===== config.mk =====
export PLATFORM = sky130hd
export DESIGN_NAME = linear_interp_resampler_stereo_unit
export DESIGN_NICKNAME = d
export VERILOG_FILES = /design/src/rtl/core/lirs_pkg.sv /design/src/rtl/core/lirs_queue.sv /design/src/rtl/core/lirs_front.sv /design/src/rtl/core/lirs_back.sv /design/src/rtl/core/linear_interp_resampler_stereo_unit.sv
export SDC_FILE = /design/constraint.sdc
export NUM_CORES = 2
export LEC_CHECK = 0
export ABC_AREA = 1
export BUFFER_PORTS_ARGS = -buffer_cell sky130_fd_sc_hd__buf_4
export CELL_PAD_IN_SITES_DETAIL_PLACEMENT = 0
export CELL_PAD_IN_SITES_GLOBAL_PLACEMENT = 1
export CORE_MARGIN = 5
export CORE_UTILIZATION = 45
export DETAILED_ROUTE_END_ITERATION = 7
export PLACE_DENSITY_LB_ADDON = 0.1
export SYNTH_ARGS = -nofsm -noshare
export SYNTH_HDL_FRONTEND = slang
export SYNTH_SLANG_ARGS = --single-unit

===== constraint.sdc =====
create_clock -name aclk -period 11.9 [get_ports aclk]
set_input_delay 0.595 -clock aclk [delete_from_list [all_inputs] [get_ports aclk]]
set_output_delay 0.595 -clock aclk [all_outputs]
set_load 0.02 [all_outputs]

===== src/rtl/core/lirs_pkg.sv =====
package lirs_pkg;

    localparam int FRAC_W      = 32;
    localparam int STEP_W      = FRAC_W + 1;
    localparam int PHASE_W     = FRAC_W + 2;
    localparam int SAMPLE_W    = 16;
    localparam int DIFF_W      = SAMPLE_W + 1;
    localparam int PROD_W      = DIFF_W + FRAC_W + 1;
    localparam int MAX_RESULTS = 7;
    localparam int CNT_W       = $clog2(MAX_RESULTS + 1);
    localparam int CFG_DATA_W  = STEP_W;
    localparam int CFG_IDX_W   = 1;
    localparam int QUEUE_DEPTH = 2;
    localparam int QPTR_W      = $clog2(QUEUE_DEPTH);

    localparam logic [STEP_W-1:0] STEP_RESET = STEP_W'(1) << FRAC_W;

    typedef enum logic [CFG_IDX_W-1:0] {
        CFG_RATE_STEP,
        CFG_MONO_SOURCE
    } cfg_index_t;

    typedef enum logic [1:0] {
        BK_IDLE,
        BK_EVAL,
        BK_OUT
    } back_state_t;

    typedef struct packed {
        logic signed [SAMPLE_W-1:0] prev_left;
        logic signed [SAMPLE_W-1:0] prev_right;
        logic signed [SAMPLE_W-1:0] cur_left;
        logic signed [SAMPLE_W-1:0] cur_right;
    } job_t;

    typedef struct packed {
        logic full;
        logic empty;
    } queue_stat_t;

endpackage


===== src/rtl/core/lirs_queue.sv =====
module lirs_queue (
    input  logic                 aclk,
    input  logic                 aresetn,
    input  logic                 clear,
    input  logic                 push,
    input  lirs_pkg::job_t       push_job,
    input  logic                 pop,
    output lirs_pkg::job_t       head_job,
    output lirs_pkg::queue_stat_t stat
);
    import lirs_pkg::*;

    job_t              mem_reg [QUEUE_DEPTH];
    logic [QPTR_W-1:0] wr_ptr_reg;
    logic [QPTR_W-1:0] rd_ptr_reg;
    logic [QPTR_W:0]   fill_reg;

    assign stat.full  = (fill_reg == (QPTR_W + 1)'(QUEUE_DEPTH));
    assign stat.empty = (fill_reg == '0);
    assign head_job   = mem_reg[rd_ptr_reg];

    always_ff @(posedge aclk) begin
        if (push) begin
            mem_reg[wr_ptr_reg] <= push_job;
        end
    end

    always_ff @(posedge aclk) begin
        if (!aresetn || clear) begin
            wr_ptr_reg <= '0;
            rd_ptr_reg <= '0;
            fill_reg   <= '0;
        end else begin
            if (push) begin
                wr_ptr_reg <= wr_ptr_reg + 1'b1;
            end
            if (pop) begin
                rd_ptr_reg <= rd_ptr_reg + 1'b1;
            end
            case ({push, pop})
                2'b10:   fill_reg <= fill_reg + 1'b1;
                2'b01:   fill_reg <= fill_reg - 1'b1;
                default: fill_reg <= fill_reg;
            endcase
        end
    end

endmodule


===== src/rtl/core/lirs_front.sv =====
module lirs_front (
    input  logic                                   aclk,
    input  logic                                   aresetn,
    input  logic                                   clear,
    input  logic                                   mono_source,
    input  logic                                   s_valid,
    output logic                                   s_ready,
    input  logic signed [lirs_pkg::SAMPLE_W-1:0]   s_left_sample,
    input  logic signed [lirs_pkg::SAMPLE_W-1:0]   s_right_sample,
    input  lirs_pkg::queue_stat_t                  q_stat,
    output logic                                   push,
    output lirs_pkg::job_t                         push_job
);
    import lirs_pkg::*;

    logic signed [SAMPLE_W-1:0] prev_left_reg;
    logic signed [SAMPLE_W-1:0] prev_right_reg;
    logic                       have_prev_reg;
    logic signed [SAMPLE_W-1:0] cur_right;
    logic                       accept;

    assign s_ready   = !q_stat.full;
    assign accept    = s_valid && s_ready;
    assign cur_right = mono_source ? s_left_sample : s_right_sample;

    // The first item after reset or a configuration write only loads the history.
    assign push                = accept && have_prev_reg;
    assign push_job.prev_left  = prev_left_reg;
    assign push_job.prev_right = prev_right_reg;
    assign push_job.cur_left   = s_left_sample;
    assign push_job.cur_right  = cur_right;

    always_ff @(posedge aclk) begin
        if (!aresetn || clear) begin
            have_prev_reg  <= 1'b0;
            prev_left_reg  <= '0;
            prev_right_reg <= '0;
        end else if (accept) begin
            have_prev_reg  <= 1'b1;
            prev_left_reg  <= s_left_sample;
            prev_right_reg <= cur_right;
        end
    end

endmodule


===== src/rtl/core/lirs_back.sv =====
module lirs_back (
    input  logic                                   aclk,
    input  logic                                   aresetn,
    input  logic                                   clear,
    input  logic [lirs_pkg::STEP_W-1:0]            rate_step,
    input  lirs_pkg::queue_stat_t                  q_stat,
    input  lirs_pkg::job_t                         head_job,
    output logic                                   pop,
    output logic                                   m_valid,
    input  logic                                   m_ready,
    output logic signed [lirs_pkg::SAMPLE_W-1:0]   m_left_out,
    output logic signed [lirs_pkg::SAMPLE_W-1:0]   m_right_out,
    output logic                                   m_run_last
);
    import lirs_pkg::*;

    localparam int SUM_W = DIFF_W + 2;

    back_state_t                state_reg, state_next;
    logic [PHASE_W-1:0]         phase_reg;
    logic [CNT_W-1:0]           cnt_reg;
    logic signed [SAMPLE_W-1:0] s0_left_reg, s0_right_reg;
    logic signed [DIFF_W-1:0]   diff_left_reg, diff_right_reg;
    logic signed [PROD_W-1:0]   prod_left_reg, prod_right_reg;
    logic                       last_reg;
    logic                       m_valid_reg;
    logic signed [SAMPLE_W-1:0] m_left_reg, m_right_reg;
    logic                       m_last_reg;

    logic                       below_one;
    logic                       emit;
    logic                       out_free;
    logic [PHASE_W-1:0]         phase_stepped;
    logic signed [FRAC_W:0]     frac_s;
    logic                       do_load, do_emit, do_close, do_out;

    function automatic logic signed [SAMPLE_W-1:0] interp(
        input logic signed [SAMPLE_W-1:0] s0,
        input logic signed [PROD_W-1:0]   prod
    );
        logic signed [SUM_W-1:0] sum;
        sum = SUM_W'(s0) + SUM_W'($signed(prod[PROD_W-1:FRAC_W]));
        if (sum > SUM_W'(32767)) begin
            return SAMPLE_W'(32767);
        end else if (sum < -SUM_W'(32768)) begin
            return SAMPLE_W'(-32768);
        end
        return sum[SAMPLE_W-1:0];
    endfunction

    assign below_one     = (phase_reg[PHASE_W-1:FRAC_W] == '0);
    assign emit          = below_one && (cnt_reg != CNT_W'(MAX_RESULTS));
    assign out_free      = !m_valid_reg || m_ready;
    assign phase_stepped = phase_reg + PHASE_W'(rate_step);
    assign frac_s        = {1'b0, phase_reg[FRAC_W-1:0]};

    always_comb begin
        state_next = state_reg;
        case (state_reg)
            BK_IDLE: begin
                if (!q_stat.empty) begin
                    state_next = BK_EVAL;
                end
            end
            BK_EVAL: begin
                state_next = emit ? BK_OUT : BK_IDLE;
            end
            BK_OUT: begin
                if (out_free) begin
                    state_next = BK_EVAL;
                end
            end
            default: state_next = BK_IDLE;
        endcase
    end

    always_comb begin
        do_load  = 1'b0;
        do_emit  = 1'b0;
        do_close = 1'b0;
        do_out   = 1'b0;
        case (state_reg)
            BK_IDLE: do_load  = !q_stat.empty;
            BK_EVAL: begin
                do_emit  = emit;
                do_close = !emit;
            end
            BK_OUT:  do_out   = out_free;
            default: ;
        endcase
    end

    assign pop = do_load;

    always_ff @(posedge aclk) begin
        if (!aresetn || clear) begin
            state_reg   <= BK_IDLE;
            phase_reg   <= '0;
            cnt_reg     <= '0;
            m_valid_reg <= 1'b0;
        end else begin
            state_reg <= state_next;
            if (do_load) begin
                cnt_reg <= '0;
            end
            if (do_emit) begin
                cnt_reg   <= cnt_reg + 1'b1;
                phase_reg <= phase_stepped;
            end
            // After the run the phase moves back by one source period, or restarts
            // at zero when the result limit cut the run short.
            if (do_close) begin
                phase_reg <= below_one ? '0 : phase_reg - (PHASE_W'(1) << FRAC_W);
            end
            if (do_out) begin
                m_valid_reg <= 1'b1;
            end else if (m_ready) begin
                m_valid_reg <= 1'b0;
            end
        end
    end

    always_ff @(posedge aclk) begin
        if (do_load) begin
            s0_left_reg    <= head_job.prev_left;
            s0_right_reg   <= head_job.prev_right;
            diff_left_reg  <= DIFF_W'(head_job.cur_left) - DIFF_W'(head_job.prev_left);
            diff_right_reg <= DIFF_W'(head_job.cur_right) - DIFF_W'(head_job.prev_right);
        end
        if (do_emit) begin
            prod_left_reg  <= PROD_W'(diff_left_reg) * PROD_W'(frac_s);
            prod_right_reg <= PROD_W'(diff_right_reg) * PROD_W'(frac_s);
            last_reg       <= (phase_stepped[PHASE_W-1:FRAC_W] != '0)
                              || (cnt_reg == CNT_W'(MAX_RESULTS - 1));
        end
        if (do_out) begin
            m_left_reg  <= interp(s0_left_reg, prod_left_reg);
            m_right_reg <= interp(s0_right_reg, prod_right_reg);
            m_last_reg  <= last_reg;
        end
    end

    assign m_valid     = m_valid_reg;
    assign m_left_out  = m_left_reg;
    assign m_right_out = m_right_reg;
    assign m_run_last  = m_last_reg;

endmodule


===== src/rtl/core/linear_interp_resampler_stereo_unit.sv =====
// Linear-interpolation resampler for stereo audio. Each source frame is queued (two
// deep) for the interpolation engine, which loads a frame, then for each of its n
// results (n at most 7) evaluates and outputs it with its one pair of multipliers,
// one result at a time, and finally closes the run; a stalled output holds it waiting.
// The first frame after reset or after any configuration write yields no result, and
// every configuration write clears the phase and the sample history.
module linear_interp_resampler_stereo_unit (
    input  logic                                   aclk,
    input  logic                                   aresetn,
    input  logic                                   cfg_we,
    input  logic [lirs_pkg::CFG_IDX_W-1:0]         cfg_index,
    input  logic [lirs_pkg::CFG_DATA_W-1:0]        cfg_data,
    input  logic                                   s_valid,
    output logic                                   s_ready,
    input  logic signed [lirs_pkg::SAMPLE_W-1:0]   s_left_sample,
    input  logic signed [lirs_pkg::SAMPLE_W-1:0]   s_right_sample,
    output logic                                   m_valid,
    input  logic                                   m_ready,
    output logic signed [lirs_pkg::SAMPLE_W-1:0]   m_left_out,
    output logic signed [lirs_pkg::SAMPLE_W-1:0]   m_right_out,
    output logic                                   m_run_last
);
    import lirs_pkg::*;

    logic [STEP_W-1:0] rate_step_reg;
    logic              mono_source_reg;
    logic              clear;
    queue_stat_t       q_stat;
    logic              push, pop;
    job_t              push_job, head_job;

    assign clear = cfg_we;

    always_ff @(posedge aclk) begin
        if (!aresetn) begin
            rate_step_reg   <= STEP_RESET;
            mono_source_reg <= 1'b0;
        end else if (cfg_we) begin
            case (cfg_index_t'(cfg_index))
                CFG_RATE_STEP:   rate_step_reg   <= cfg_data;
                CFG_MONO_SOURCE: mono_source_reg <= cfg_data[0];
                default:         ;
            endcase
        end
    end

    lirs_front u_front (
        .aclk           (aclk),
        .aresetn        (aresetn),
        .clear          (clear),
        .mono_source    (mono_source_reg),
        .s_valid        (s_valid),
        .s_ready        (s_ready),
        .s_left_sample  (s_left_sample),
        .s_right_sample (s_right_sample),
        .q_stat         (q_stat),
        .push           (push),
        .push_job       (push_job)
    );

    lirs_queue u_queue (
        .aclk     (aclk),
        .aresetn  (aresetn),
        .clear    (clear),
        .push     (push),
        .push_job (push_job),
        .pop      (pop),
        .head_job (head_job),
        .stat     (q_stat)
    );

    lirs_back u_back (
        .aclk        (aclk),
        .aresetn     (aresetn),
        .clear       (clear),
        .rate_step   (rate_step_reg),
        .q_stat      (q_stat),
        .head_job    (head_job),
        .pop         (pop),
        .m_valid     (m_valid),
        .m_ready     (m_ready),
        .m_left_out  (m_left_out),
        .m_right_out (m_right_out),
        .m_run_last  (m_run_last)
    );

    a_no_push_when_full: assert property (@(posedge aclk) disable iff (!aresetn)
        push |-> !q_stat.full)
        else $error("queue written while full");

    a_no_pop_when_empty: assert property (@(posedge aclk) disable iff (!aresetn)
        pop |-> !q_stat.empty)
        else $error("queue read while empty");

    a_clear_empties_queue: assert property (@(posedge aclk) disable iff (!aresetn)
        cfg_we |=> q_stat.empty && !m_valid)
        else $error("configuration write left work pending");

endmodule

* After elaboration in Yosys (flattened, before gate mapping)
Memory sizes are Yosys's and may differ from the RTL's. A register that Yosys moved wholly into a read port is not among the register bits. Index checks and enable logic that the tools add are counted. Widths: inputs -> output; s select.
Storage, ports and cells: register bits 311, latch bits 0, memory bits (writable) 128, memory bits (read-only) 0, input bits 71, output and inout bits 35, word-level logic and storage cells 105, memories kept 1
Operators by class: add/subtract/negate cells 11, multiply operators 2, divide/modulo/power cells 0, order comparisons 4, equal/unequal tests 9, shift operators 0, mux-type cells 33, bitwise gates (word level) 1, reduce and logical (&&, ||, !) cells 22
Memory list:
- u_queue.mem_reg | words 2, width 64, rd ports 1, clocked after Yosys merged registers in 1, wr ports 1, line lirs_queue.sv:13 | job_t mem_reg [QUEUE_DEPTH];
Operator list (count):
- $mux 16 | 7
- $mux 34 | 3
- $mul 17x33->50 | 2
- $add 16x18->19 | 2
- $gt 19x16->1 const B | 2
- $lt 19x16->1 const B | 2
- $add 34x33->34 | 1
- $sub 16x16->17 | 2
- $sub 34x33->34 const B | 1
- $mux 1 | 16
- $reduce_bool 2->1 | 5
- $eq 2x2->1 const B | 3
- $logic_not 2->1 | 3
- $mux 2 | 3
- $mux 3 | 2
- $pmux 2 s3 | 1
- $reduce_and 2->1 | 3
- $logic_not 1->1 | 5
- $eq 2x1->1 const B | 2
- $pmux 2 s2 | 1
- $add 3x1->3 const B | 1
- $eq 3x3->1 const B | 1
- $logic_and 1x1->1 | 3
- $logic_or 1x1->1 | 3
- other kinds (7) | 8

* Logic depth before layout (Yosys ltp)
word-level depth 6, depth in mapped cells 29, depth with buffers taken out 27

* Hierarchy
A second synthesis with hierarchy kept.
Unflattened totals: cells, all modules 7189, area total of the unflattened synthesis 56771.9 µm²
Modules (own cells, without submodules):
- lirs_back | instances 1, cells each 6461, area an instance 48403.9 µm², seq. area each 4884.7 µm²
- lirs_queue | instances 1, cells each 231, area an instance 5143.7 µm², seq. area each 3943.8 µm²
- lirs_front | instances 1, cells each 279, area an instance 1742.9 µm², seq. area each 660.6 µm²
- linear_interp_resampler_stereo_unit | instances 1, cells each 218, area an instance 1481.4 µm², seq. area each 680.7 µm²

* Worst setup path before layout
OpenSTA, ideal clock, no wires.
kind register -> register, start reg u_queue.fill_reg[0], end reg u_queue.fill_reg[1], setup time 118 ps, data arrival time 6279 ps, required time 11782 ps, slack 5503 ps, cell stages (with the launch flop) 7, clock period less this slack 6397 ps, cells stage by stage dfxtp_1 > nor2_1 > nor3_1 > ha_1 > nor2_1 > and3_1 > nor3_1
On the way: elaborated cells between the ends (all ways) 13
RTL lines:
- start, declared | line lirs_queue.sv:16 | logic [QPTR_W:0] fill_reg;
- start signal, assigned | line lirs_queue.sv:41 | 2'b10: fill_reg <= fill_reg + 1'b1;
- start signal, assigned | line lirs_queue.sv:42 | 2'b01: fill_reg <= fill_reg - 1'b1;
- start signal, assigned | line lirs_queue.sv:43 | default: fill_reg <= fill_reg;
- $logic_not 2->1 (*) | line lirs_queue.sv:19 | assign stat.empty = (fill_reg == '0);
- $logic_not 1->1 (*)
- $mux 1 (*) | line lirs_back.sv:82 | case (state_reg)
- named net pop | line linear_interp_resampler_stereo_unit.sv:29 | logic push, pop;
- $eq 2x1->1 or $eq 2x2->1 (tied branches) | line lirs_queue.sv:40 | case ({push, pop})
- $pmux 2 s2 or $reduce_bool 2->1 (tied branches)
Mark *: on every way through the listed nets, which the timed path passes. The rest lies on a longest branch. A chain may end at the register's enable or synchronous reset.

* Final worst setup path
start reg u_back.diff_left_reg[16], end reg u_back.prod_left_reg[45], data pin
On the way: longest elaborated chain between the ends 1
RTL lines:
- start, declared | line lirs_back.sv:23 | logic signed [DIFF_W-1:0] diff_left_reg, diff_right_reg;
- start signal, assigned | line lirs_back.sv:127 | diff_left_reg <= DIFF_W'(head_job.cur_left) - DIFF_W'(head_job.prev_left);
- $mul 17x33->50 | line lirs_back.sv:131 | prod_left_reg <= PROD_W'(diff_left_reg) * PROD_W'(frac_s);
- end signal, assigned | line lirs_back.sv:131
- end, declared | line lirs_back.sv:24 | logic signed [PROD_W-1:0] prod_left_reg, prod_right_reg;
No other way between the ends.

==> impl_metrics.ini <==
[run_status]
status = finished, final reports clean

[synthesis]
synth_area_mm2 = 0.0561
synth.distinct_cells = 47
synth-edff-count = 264
yosysTopAreaCellShare_pct = 32.2
synth_area_leaders = fa_1, edfxtp_1, nand2_1, inv_1, ha_1
synth_nets = 8548
synth_common_cells = nand2_1, inv_1, fa_1
yosys_warnings = 0
synth_most_common_cell = nand2_1
synthCells = 7163
synth_seq_cells = 376
avgSynthCellArea_um2 = 7.82
synthFlopType = edfxtp_1
ys_async_sr_fraction_pct = 0
synth_top_area_cell = fa_1
yosysSeqAreaShare_pct = 18.1

[global_route]
grt_pass1_wl_mm = 260
grt_antenna_before_repair = 3
grt_overflow = 0
grt_max_degree = 72
grt_pass1_vias = 45700
grt_use_total_pct = 25.1

[drt]
wl_per_cell_um = 18.2
vias = 43700
viasPerCell = 4.98
totalWireLength_mm = 160
drc = 0
first_pass_iters = 6
antenna_left = 0
drtIter0Drc = 3052

[clocking]
cts_buffer_depth = 3
clk_root_buffer_cell = clkbuf_16
cts_buffers = 43
cts_tree = built
post_cts_resize_count = 0
ctsHoldBuffers = 0
clock_latency_ps = 610
htreeDepth = 2
clk_pin_slew_ps = 80
cts_setup_buffers = 0
cts.sinks = 376

[power_and_ir_drop]
leakage_nw = 33.0
total_power_mw = 3.22
power_density_mw_per_mm2 = 53.7
peakVddDrop_mv = 0.121

[placed_design]
io_buffers = 105
place_inst = 8708
dpl-instance-area_mm2 = 0.0584
hpwl_mm = 124
post-place-ws_ps = 5330
place_congestion = 0.938

[floorplanning]
io_pins = 106
die_w_um = 363
core_area_mm2 = 0.124
die_y_um = 363
die-area_mm2 = 0.132
start_util_pct = 45.3
fp-row-count = 129

[flow_run]
maxCapViolations = 0

[worst_hold_path]
worstHoldPathType = input port to flop
hold_end = u_queue.mem_reg[0][29]$_DFFE_PP_
min_from = s_left_sample[13]
holdPathStages = 1

[sta]
relSlewSlack_pct = 28.0
setup_tns_ps = 0
max_freq_ghz = 0.150
layout_setup_ws_ps = 5230
maxSlewViolCount = 0
worstMarginPinSlew_ps = 1080
setup_viol = 0
hold_viol = 0
fin_crit_sh_pct = 56.1
finalClockSkew_ps = 27.3
rsz0062_at_grt = false
period_needed_ps = 6670

[worst_setup_path]
reg2reg_to = u_back.prod_left_reg[45]$_DFFE_PP_
r2r_slack_ps = 5230
end_kind = flop
worst-endpoint-required_ps = 12270
rr_worst_depth = 22
startpoint_type = flop
cp_max_fo = 21
r2r_start = u_back.diff_left_reg[16]$_DFFE_PP_
worstPathArrival_ps = 7040
path_class = flop to flop
critPathLaunch = u_back.diff_left_reg[16]$_DFFE_PP_

[finish]
drive_above_1_share_pct = 4.71
area_growth_pct = 6.99
num_antenna_cells = 0
stdcell_count = 8788
fin_nets = 8501
final_area_mm2 = 0.0600
largest_reg_flops = 128
routing by layer:
layer	wire, µm	vias to the layer above	GRT usage, %
li1	-	20900	-
met1	76600	21600	37.1
met2	72200	1014	40.6
met3	8670	140	2.94
met4	2790	0	4.46
met5	0	-	0
area by class of cell:
cell class	instances	area, µm²
inverters	1919	7200
well taps	1637	2050
clock inverters	24	334
repair buffers	183	1370
clock buffers	56	1210
fillers	12300	63800
flip-flops and latches	376	10200
multi-input cells	4593	37600
cell usage in the layout, fill, tap and decap left out, types with 10 or more instances in the layout:
cell | Yosys | routed
nand3_1 | 146 | 146
a21boi_0 | 12 | 12
a21oi_1 | 269 | 269
nand4_1 | 39 | 39
mux2_2 | 46 | 46
fa_1 | 901 | 901
dfxtp_1 | 112 | 111
o21bai_1 | 21 | 21
o21ai_1 | 10 | 10
clkbuf_16 | 0 | 45
o21a_1 | 11 | 11
a31oi_1 | 11 | 11
nand2_1 | 1913 | 1913
a21o_1 | 12 | 12
nor3_1 | 41 | 39
o21ai_0 | 203 | 203
buf_4 | 1 | 183
edfxtp_1 | 264 | 264
nor2_1 | 421 | 417
inv_1 | 1912 | 1912
ha_1 | 413 | 413
xnor2_1 | 24 | 24
xor2_1 | 40 | 40
metrics by stage:
step / util, % / hold slack [ps]
after floorplan: - / 400
after global placement: 47.2 / 407
after detailed placement: 47.2 / 408
after CTS: 48.4 / 153
after global routing: 48.4 / 170
final: 48.4 / 199
cell families (layout without fill, tap and decap cells):
| kind of cell | after synthesis | count (layout) | synth area share (%) |
|---|---|---|---|
| adders and majority gates | 1314 | 1314 | 41.4 |
| DFF | 376 | 376 | 18.1 |
| xor gates and xnor gates | 64 | 64 | 1.00 |
| muxes | 48 | 48 | 0.960 |
| buffers and inverters | 2194 | 2182 | 14.8 |
| AOI/OAI and AO/OA | 557 | 557 | 5.30 |
| and+or+nand+nor | 2610 | 2610 | 18.4 |
critical path, cell delays in order (launching register included):
cell	delay, ps
edfxtp_1	350
buf_4	220
inv_1	330
buf_4	410
nor2_1	100
fa_1	500
inv_1	50
fa_1	470
inv_1	50
fa_1	510
fa_1	440
fa_1	490
inv_1	50
fa_1	480
inv_1	40
ha_1	400
nand2_1	150
nor2_1	400
inv_1	70
o21ai_0	460
a21boi_0	230
nand4_1	120
nand2_1	70
where the power goes:
group / leakage (nW) / switching, mW / internal (mW)
logic: 28.9 / 0.212 / 0.106
registers: 3.30 / 0.0163 / 1.43
clock network: 0.751 / 0.587 / 0.874
worst max-delay path by stage:
stage                     cells past startpoint                                 end  slack [ps]
final                                        22  u_back.prod_left_reg[45]$_DFFE_PP_        5230
after global routing                         23  u_back.prod_left_reg[45]$_DFFE_PP_        5030
after CTS                                    22  u_back.prod_left_reg[45]$_DFFE_PP_        5300
after detailed placement                     22  u_back.prod_left_reg[45]$_DFFE_PP_        5330
after global placement                       23  u_back.prod_left_reg[45]$_DFFE_PP_        5280
after floorplan                               6    u_queue.fill_reg[1]$_SDFFE_PP0P_        5500
Power figures use the tool's default switching activity.
